### src/rtl/pac_pkg.sv
// ----------------------------------------------------------------------------
// pac_pkg
// Shared types, codes and sizes for the paired address cache.
// ----------------------------------------------------------------------------
package pac_pkg;

    // Table geometry.
    localparam int TABLE_ENTRIES = 64;
    localparam int ADDR_W        = 48;
    localparam int IDX_W         = (TABLE_ENTRIES > 1) ? $clog2(TABLE_ENTRIES) : 1;
    localparam int CNT_W         = $clog2(TABLE_ENTRIES + 1);

    // Function codes of an input beat.
    typedef enum logic [1:0] {
        FUNC_QUERY     = 2'd0,
        FUNC_REFRESH   = 2'd1,
        FUNC_LOAD      = 2'd2,
        FUNC_FETCH_END = 2'd3
    } pac_func_t;

    // Validity state of the cached list.
    typedef enum logic [1:0] {
        STATUS_OUTSTANDING = 2'd0,
        STATUS_FAILED      = 2'd1,
        STATUS_VALID       = 2'd2
    } pac_status_t;

    // Sequencer states.
    typedef enum logic [1:0] {
        ST_IDLE = 2'd0,
        ST_SCAN = 2'd1,
        ST_EXEC = 2'd2,
        ST_OUT  = 2'd3
    } pac_state_t;

    // Query answers.
    localparam logic [1:0] ANS_NOT_PAIRED = 2'd0;
    localparam logic [1:0] ANS_PAIRED     = 2'd1;
    localparam logic [1:0] ANS_DEFERRED   = 2'd2;

    // Notification error codes.
    localparam logic [1:0] NERR_NONE         = 2'd0;
    localparam logic [1:0] NERR_TABLE_FULL   = 2'd1;
    localparam logic [1:0] NERR_FETCH_FAILED = 2'd2;

    // Fetch outcome at or above this value counts as a failure.
    localparam logic [1:0] OUTCOME_FAILURE = 2'd2;

endpackage

### src/rtl/pac_ram.sv
// ----------------------------------------------------------------------------
// pac_ram
// Single write port, single read port memory with registered read data.
// ----------------------------------------------------------------------------
module pac_ram #(
    parameter int DEPTH = 64,
    parameter int WIDTH = 48,
    localparam int AW   = (DEPTH > 1) ? $clog2(DEPTH) : 1
) (
    input  logic             aclk,
    input  logic             wr_en,
    input  logic [AW-1:0]    wr_addr,
    input  logic [WIDTH-1:0] wr_data,
    input  logic             rd_en,
    input  logic [AW-1:0]    rd_addr,
    output logic [WIDTH-1:0] rd_data
);

    logic [WIDTH-1:0] mem [DEPTH];
    logic [WIDTH-1:0] rd_data_reg;

    // Write port.
    always_ff @(posedge aclk) begin
        if (wr_en) begin
            mem[wr_addr] <= wr_data;
        end
    end

    // Registered read port.
    always_ff @(posedge aclk) begin
        if (rd_en) begin
            rd_data_reg <= mem[rd_addr];
        end
    end

    assign rd_data = rd_data_reg;

endmodule

### src/rtl/paired_address_cache.sv
// ----------------------------------------------------------------------------
// paired_address_cache
// Table of paired device addresses with a validity state and fetch control.
// ----------------------------------------------------------------------------
// One beat is handled at a time; s_ready is high only while the block is
// idle. A query, or a load that may still be added while an update is
// outstanding, scans the stored entries through the single read port of the
// address memory, one entry per cycle with registered read data, stopping
// early on a match; after the scan the beat is applied in the execute state.
// A refresh, a fetch-end notice or a load that needs no search goes straight
// to the execute state. That state loads the output register and raises
// m_valid. The result then waits in the output register until taken, and the
// next beat can be accepted in the cycle after that. The table needs no
// clearing pass: only entries below the fill count are ever read.
// ----------------------------------------------------------------------------
module paired_address_cache (
    input  logic                      aclk,
    input  logic                      aresetn,
    input  logic                      s_valid,
    output logic                      s_ready,
    input  logic [1:0]                s_func,
    input  logic [pac_pkg::ADDR_W-1:0] s_address,
    input  logic                      s_last,
    input  logic [1:0]                s_fetch_outcome,
    output logic                      m_valid,
    input  logic                      m_ready,
    output logic [1:0]                m_answer,
    output logic                      m_retrieve_request,
    output logic                      m_notify,
    output logic [1:0]                m_notify_error
);

    // Sequencer and cache state.
    pac_pkg::pac_state_t  state_reg, state_next;
    pac_pkg::pac_status_t status_reg, status_next;
    logic [pac_pkg::CNT_W-1:0] count_reg, count_next;
    logic [pac_pkg::CNT_W-1:0] idx_reg, idx_next;
    logic deferred_reg, deferred_next;
    logic load_failed_reg, load_failed_next;
    logic cmp_pend_reg, cmp_pend_next;
    logic found_reg, found_next;

    // Captured input beat.
    pac_pkg::pac_func_t        func_reg, func_next;
    logic [pac_pkg::ADDR_W-1:0] addr_reg, addr_next;
    logic                      last_reg, last_next;
    logic [1:0]                outcome_reg, outcome_next;

    // Output register.
    logic       m_valid_reg, m_valid_next;
    logic [1:0] answer_reg, answer_next;
    logic       retrieve_reg, retrieve_next;
    logic       notify_reg, notify_next;
    logic [1:0] nerr_reg, nerr_next;

    // Memory ports.
    logic                       rd_en;
    logic [pac_pkg::ADDR_W-1:0] rd_data;
    logic                       wr_en;
    logic                       accept;
    logic                       need_scan;
    logic                       lf_v;
    logic [1:0]                 ans_v;
    logic [1:0]                 err_v;

    pac_ram #(
        .DEPTH (pac_pkg::TABLE_ENTRIES),
        .WIDTH (pac_pkg::ADDR_W)
    ) u_table (
        .aclk    (aclk),
        .wr_en   (wr_en),
        .wr_addr (count_reg[pac_pkg::IDX_W-1:0]),
        .wr_data (addr_reg),
        .rd_en   (rd_en),
        .rd_addr (idx_reg[pac_pkg::IDX_W-1:0]),
        .rd_data (rd_data)
    );

    assign s_ready            = (state_reg == pac_pkg::ST_IDLE);
    assign accept             = s_valid && s_ready;
    assign m_valid            = m_valid_reg;
    assign m_answer           = answer_reg;
    assign m_retrieve_request = retrieve_reg;
    assign m_notify           = notify_reg;
    assign m_notify_error     = nerr_reg;

    // Control state registers.
    always_ff @(posedge aclk) begin
        if (!aresetn) begin
            state_reg       <= pac_pkg::ST_IDLE;
            status_reg      <= pac_pkg::STATUS_OUTSTANDING;
            count_reg       <= '0;
            idx_reg         <= '0;
            deferred_reg    <= 1'b0;
            load_failed_reg <= 1'b0;
            cmp_pend_reg    <= 1'b0;
            found_reg       <= 1'b0;
            m_valid_reg     <= 1'b0;
        end else begin
            state_reg       <= state_next;
            status_reg      <= status_next;
            count_reg       <= count_next;
            idx_reg         <= idx_next;
            deferred_reg    <= deferred_next;
            load_failed_reg <= load_failed_next;
            cmp_pend_reg    <= cmp_pend_next;
            found_reg       <= found_next;
            m_valid_reg     <= m_valid_next;
        end
    end

    // Payload registers.
    always_ff @(posedge aclk) begin
        func_reg     <= func_next;
        addr_reg     <= addr_next;
        last_reg     <= last_next;
        outcome_reg  <= outcome_next;
        answer_reg   <= answer_next;
        retrieve_reg <= retrieve_next;
        notify_reg   <= notify_next;
        nerr_reg     <= nerr_next;
    end

    // Next state and datapath control.
    always_comb begin
        state_next       = state_reg;
        status_next      = status_reg;
        count_next       = count_reg;
        idx_next         = idx_reg;
        deferred_next    = deferred_reg;
        load_failed_next = load_failed_reg;
        cmp_pend_next    = 1'b0;
        found_next       = found_reg;
        func_next        = func_reg;
        addr_next        = addr_reg;
        last_next        = last_reg;
        outcome_next     = outcome_reg;
        m_valid_next     = m_valid_reg;
        answer_next      = answer_reg;
        retrieve_next    = retrieve_reg;
        notify_next      = notify_reg;
        nerr_next        = nerr_reg;
        rd_en            = 1'b0;
        wr_en            = 1'b0;
        need_scan        = 1'b0;
        lf_v             = load_failed_reg;
        ans_v            = pac_pkg::ANS_NOT_PAIRED;
        err_v            = pac_pkg::NERR_NONE;

        case (state_reg)
            // Capture a beat and decide whether the table must be searched.
            pac_pkg::ST_IDLE: begin
                if (accept) begin
                    func_next    = pac_pkg::pac_func_t'(s_func);
                    addr_next    = s_address;
                    last_next    = s_last;
                    outcome_next = s_fetch_outcome;
                    idx_next     = '0;
                    found_next   = 1'b0;
                    need_scan    = (s_func == pac_pkg::FUNC_QUERY) ||
                                   ((s_func == pac_pkg::FUNC_LOAD) &&
                                    (status_reg == pac_pkg::STATUS_OUTSTANDING) &&
                                    !load_failed_reg);
                    state_next   = need_scan ? pac_pkg::ST_SCAN : pac_pkg::ST_EXEC;
                end
            end

            // Read one entry per cycle and compare the entry read last cycle.
            pac_pkg::ST_SCAN: begin
                rd_en         = (idx_reg < count_reg);
                cmp_pend_next = rd_en;
                found_next    = found_reg || (cmp_pend_reg && (rd_data == addr_reg));
                if (rd_en) begin
                    idx_next = idx_reg + 1'b1;
                end
                if (found_next || (!rd_en && !cmp_pend_reg)) begin
                    state_next = pac_pkg::ST_EXEC;
                end
            end

            // Apply the beat to the cache state and form the result.
            pac_pkg::ST_EXEC: begin
                retrieve_next = 1'b0;
                notify_next   = 1'b0;
                nerr_next     = pac_pkg::NERR_NONE;
                case (func_reg)
                    pac_pkg::FUNC_QUERY: begin
                        if (status_reg == pac_pkg::STATUS_OUTSTANDING) begin
                            ans_v = pac_pkg::ANS_DEFERRED;
                        end else if (status_reg == pac_pkg::STATUS_FAILED) begin
                            count_next       = '0;
                            load_failed_next = 1'b0;
                            status_next      = pac_pkg::STATUS_OUTSTANDING;
                            retrieve_next    = 1'b1;
                            ans_v            = pac_pkg::ANS_DEFERRED;
                        end
                        if (found_reg) begin
                            ans_v = pac_pkg::ANS_PAIRED;
                        end
                        if (ans_v == pac_pkg::ANS_DEFERRED) begin
                            deferred_next = 1'b1;
                        end
                    end
                    pac_pkg::FUNC_REFRESH: begin
                        count_next       = '0;
                        load_failed_next = 1'b0;
                        status_next      = pac_pkg::STATUS_OUTSTANDING;
                        retrieve_next    = 1'b1;
                    end
                    pac_pkg::FUNC_LOAD: begin
                        if (status_reg == pac_pkg::STATUS_OUTSTANDING) begin
                            if (!load_failed_reg && !found_reg) begin
                                if (count_reg <
                                    pac_pkg::CNT_W'(pac_pkg::TABLE_ENTRIES)) begin
                                    wr_en      = 1'b1;
                                    count_next = count_reg + 1'b1;
                                end else begin
                                    lf_v = 1'b1;
                                end
                            end
                            load_failed_next = lf_v;
                            if (last_reg) begin
                                err_v = lf_v ? pac_pkg::NERR_TABLE_FULL
                                             : pac_pkg::NERR_NONE;
                            end
                        end
                    end
                    pac_pkg::FUNC_FETCH_END: begin
                        if (status_reg == pac_pkg::STATUS_OUTSTANDING) begin
                            err_v = (outcome_reg >= pac_pkg::OUTCOME_FAILURE)
                                    ? pac_pkg::NERR_FETCH_FAILED : pac_pkg::NERR_NONE;
                        end
                    end
                    default: begin
                    end
                endcase

                // Resolution of the outstanding update.
                if ((status_reg == pac_pkg::STATUS_OUTSTANDING) &&
                    (((func_reg == pac_pkg::FUNC_LOAD) && last_reg) ||
                     (func_reg == pac_pkg::FUNC_FETCH_END))) begin
                    status_next      = (err_v != pac_pkg::NERR_NONE)
                                       ? pac_pkg::STATUS_FAILED : pac_pkg::STATUS_VALID;
                    load_failed_next = 1'b0;
                    if (deferred_reg) begin
                        deferred_next = 1'b0;
                        notify_next   = 1'b1;
                        nerr_next     = err_v;
                    end
                end

                answer_next  = ans_v;
                m_valid_next = 1'b1;
                state_next   = pac_pkg::ST_OUT;
            end

            // Hold the result beat until it is taken.
            pac_pkg::ST_OUT: begin
                if (m_ready) begin
                    m_valid_next = 1'b0;
                    state_next   = pac_pkg::ST_IDLE;
                end
            end

            default: begin
                state_next = pac_pkg::ST_IDLE;
            end
        endcase
    end

endmodule
### config.mk
export PLATFORM = sky130hd
export DESIGN_NAME = paired_address_cache
export DESIGN_NICKNAME = d
export VERILOG_FILES = /design/src/rtl/pac_pkg.sv /design/src/rtl/pac_ram.sv /design/src/rtl/paired_address_cache.sv
export SDC_FILE = /design/constraint.sdc
export NUM_CORES = 2
export LEC_CHECK = 0
export ABC_CLOCK_PERIOD_IN_PS = 13300
export BUFFER_PORTS_ARGS = -buffer_cell sky130_fd_sc_hd__buf_2
export CAP_MARGIN = 20
export CORE_UTILIZATION = 40
export DETAILED_ROUTE_END_ITERATION = 10
export MAX_ROUTING_LAYER = met4
export PLACE_DENSITY = 0.59
export SLEW_MARGIN = 15
export SYNTH_ARGS = -nofsm -noshare
export SYNTH_HDL_FRONTEND = slang
export SYNTH_SLANG_ARGS = --single-unit
### constraint.sdc
create_clock -name aclk -period 13.3 [get_ports aclk]
set_input_delay 1.995 -clock aclk [delete_from_list [all_inputs] [get_ports aclk]]
set_output_delay 1.995 -clock aclk [all_outputs]
set_load 0.05 [all_outputs]
==> impl_metrics.yaml <==
global_route:
  grt_max_degree: 132
  via_count_of_the_first_global_routing_pass: 57200
  first_pass_grt_wire_length_mm: 447
  initial_antenna_violation_count: 13
  global_route.overflow_total: 0
  globalRouteTotalUtil: 0.214
power_and_ir_drop:
  pwr_density_cell_nw_per_um2: 157
  static-leakage-power_nw: 41.1
  ir_worst_vdd_mv: 0.151
sta:
  final.setup_skew_ns: 0.0469
  timing.setup.tns_ns: 0
  max-slew-margin-rel: 0.230
  final.setup.worst_slack_ns: 7.57
  unrepaired_setup_endpoints_after_global_routing: "false"
  timing.final.crit_share: 0.431
  hold_viol: 0
  worst_margin_pin_slew_ns: 1.15
  fin_crit_ns: 5.73
  final_max_slew_viol_count: 0
  timing.fmax_ghz: 0.174
  setup-violations-final: 0
clock_tree:
  tritoncts: "done"
  cts_setup_buffers: 0
  cts_buffer_depth: 4
  hold_buffers: 0
  clock-sinks: 3201
  worst_skew_pair.late_latency_ns: 0.87
  cts-resized-gates: 0
  cts.reportedPaths.clkPinSlew_ns: 0.06
  cts.htree.levels: 5
  cts_buffers: 325
  cts_root_buf: "sky130_fd_sc_hd__clkbuf_16"
setup_path:
  worst-setup-path-type: "flop to flop"
  data_arrival_at_the_endpoint_of_the_critical_path_ns: 6.32
  timing.critical_path.required_ns: 13.89
  cp-start-kind: "flop"
  path_cells: "buf_12 > buf_4 > buf_4 > mux4_2 > mux4_2 > a22oi_1 > nand2_1"
  cpLargestDelayFamily: "buffers and inverters"
  crit_end_category: "flop"
  cp_slowest_cell: "sky130_fd_sc_hd__dfxtp_4"
  crit_path_max_fanout: 131
  cpPeakStageDelay_ns: 1.01
  wp_buf_inv: 3
final_layout:
  layout.cells.non_filler: 9561
  fillerInstances: 24600
  drive_above_1_share: 0.308
  largest_register_ff_count: 3072
  finalNetCount: 5396
  layout.cells.most_common: "sky130_fd_sc_hd__edfxtp_1"
  most-common-layout-cells: "sky130_fd_sc_hd__edfxtp_1, sky130_fd_sc_hd__mux4_2, sky130_fd_sc_hd__clkbuf_16"
  synth_to_layout_area_growth_pct: 13.9
hold_path:
  hold_path_class: "flop to flop"
routing:
  antenna_left: 0
  routed-via-count: 56700
  detail_route.wirelength_mm: 321
  avgViaCountPerCell: 5.93
  drt_iter0_drc: 7781
  dr.pass1.iters: 8
  avgRoutedWirePerCell_um: 33.6
  detail_route.drc_violations: 0
floorplanning:
  starting_density_of_the_core: 0.402
  fp.dieArea_um2: 306000
  io-pin-count: 65
  std_cell_rows: 202
  placeableCoreArea_um2: 303000
  die_width_um: 553
  fp.dieH_um: 553
placed_design:
  dpl.hpwl_mm: 167
  numPortBuffers: 63
  routabilityCongestion: 0.802
  dp_cells: 8975
  place_ws_ns: 7.77
logic_synthesis:
  ys_seq_area_frac: 0.788
  yosys_register_bits: 3201
  mappedNetlistArea_um2: 122000
  synth_edf_count: 3178
  synthesized_net_count: 5044
  ys_types: 47
  avgSynthCellArea_um2: 24.4
  async_flop_share: 0
  post_synth_inst_count: 4975
  dominantRegCellSynth: "sky130_fd_sc_hd__edfxtp_1"
  ys_warn_count: 0
run_status:
  status: "completed"
run:
  max-cap-violations: 0
metal layers:
layer / global-route usage / wire length (µm) / vias up
met5: - / 0 / -
met3: 0.0361 / 26700 / 515
met2: 0.331 / 153000 / 2595
met1: 0.296 / 132000 / 31400
li1: - / - / 22200
met4: 0.0583 / 9250 / 0
worst register-to-register path, cell delays in order (launching register included):
cell and delay, ns:
sky130_fd_sc_hd__dfxtp_4 1.01, sky130_fd_sc_hd__buf_12 0.64, sky130_fd_sc_hd__buf_4 1.22, sky130_fd_sc_hd__buf_4 0.97, sky130_fd_sc_hd__mux4_2 0.48, sky130_fd_sc_hd__mux4_2 0.52
sky130_fd_sc_hd__a22oi_1 0.50, sky130_fd_sc_hd__nand2_1 0.12
stage by stage:
stage | area, µm² | power (mW) | hold WS (ns) | utilization
after floorplan | 122000 | 12.4 | 0.468 | -
after global placement | 128000 | 12.8 | 0.490 | 0.423
after detailed placement | 128000 | 12.9 | 0.503 | 0.423
after CTS | 138000 | 21.8 | 0.518 | 0.458
after global routing | 139000 | 22.3 | 0.540 | 0.458
final | 139000 | 21.7 | 0.522 | 0.458
final timing paths:
check	from	endpoint	slack (ns)	cells after the start
setup / recovery	idx_reg[1]	u_table.rd_data[19]	7.57	7
hold / removal	state_reg[1]	state_reg[1]	0.52	2
setup reg to reg	idx_reg[1]	u_table.rd_data[19]	7.57	7
hold reg to reg	state_reg[1]	state_reg[1]	0.52	2
power breakdown:
group	switching (mW)	internal, mW	total (mW)
Combinational	0.808	0.169	0.978
Clock	3.80	5.25	9.05
Sequential	0.0608	11.6	11.7
Total	4.67	17.0	21.7
cell families after synthesis:
family | after synthesis | synth area share
AOI/OAI and AO/OA | 206 | 0.0117
muxes | 965 | 0.174
adders and majority gates | 12 | 0.00123
xor gates and xnor gates | 51 | 0.00367
and+or+nand+nor | 263 | 0.0101
DFF | 3201 | 0.788
buffers and inverters | 277 | 0.0103
layout make-up:
class,count,area [µm²],share of cell area
diodes,3,7.51,0.0000542
flip-flops and latches,3201,95900,0.692
well taps,3978,4980,0.0359
clock inverters,185,1840,0.0133
multi-input cells,1497,25000,0.180
inverters,22,83.8,0.000605
repair buffers,280,2150,0.0155
clock buffers,395,8560,0.0618
cell usage after synthesis (2+ instances only):
cell type / count / area, µm²
sky130_fd_sc_hd__edfxtp_1: 3178 / 95400
sky130_fd_sc_hd__mux4_2: 924 / 20800
sky130_fd_sc_hd__clkbuf_1: 118 / 443
sky130_fd_sc_hd__a22oi_1: 97 / 728
sky130_fd_sc_hd__buf_2: 90 / 450
sky130_fd_sc_hd__nor2_1: 82 / 308
sky130_fd_sc_hd__nand2_1: 77 / 289
sky130_fd_sc_hd__a21oi_1: 44 / 220
sky130_fd_sc_hd__nor2b_1: 42 / 263
sky130_fd_sc_hd__mux2i_1: 40 / 400
sky130_fd_sc_hd__a211oi_1: 36 / 270
sky130_fd_sc_hd__buf_1: 30 / 113
sky130_fd_sc_hd__xnor2_1: 29 / 254
sky130_fd_sc_hd__dfxtp_1: 23 / 460
sky130_fd_sc_hd__inv_1: 22 / 82.6
sky130_fd_sc_hd__xor2_1: 22 / 193
sky130_fd_sc_hd__ha_1: 12 / 150
sky130_fd_sc_hd__nand3_1: 12 / 60.1
sky130_fd_sc_hd__nand4_1: 12 / 75.1
sky130_fd_sc_hd__o21ai_0: 11 / 55.1
sky130_fd_sc_hd__buf_6: 10 / 113
sky130_fd_sc_hd__and2_1: 7 / 43.8
sky130_fd_sc_hd__buf_4: 7 / 52.6
sky130_fd_sc_hd__nand2b_1: 7 / 43.8
sky130_fd_sc_hd__nor4_1: 7 / 43.8
sky130_fd_sc_hd__nor3_1: 6 / 30.0
sky130_fd_sc_hd__or3_1: 4 / 25.0
sky130_fd_sc_hd__a21boi_0: 3 / 22.5
sky130_fd_sc_hd__nand3b_1: 2 / 15.0
sky130_fd_sc_hd__o211ai_1: 2 / 15.0
sky130_fd_sc_hd__o21a_1: 2 / 15.0
sky130_fd_sc_hd__or4_1: 2 / 15.0
Note: power is estimated with default switching activity, not from simulation.
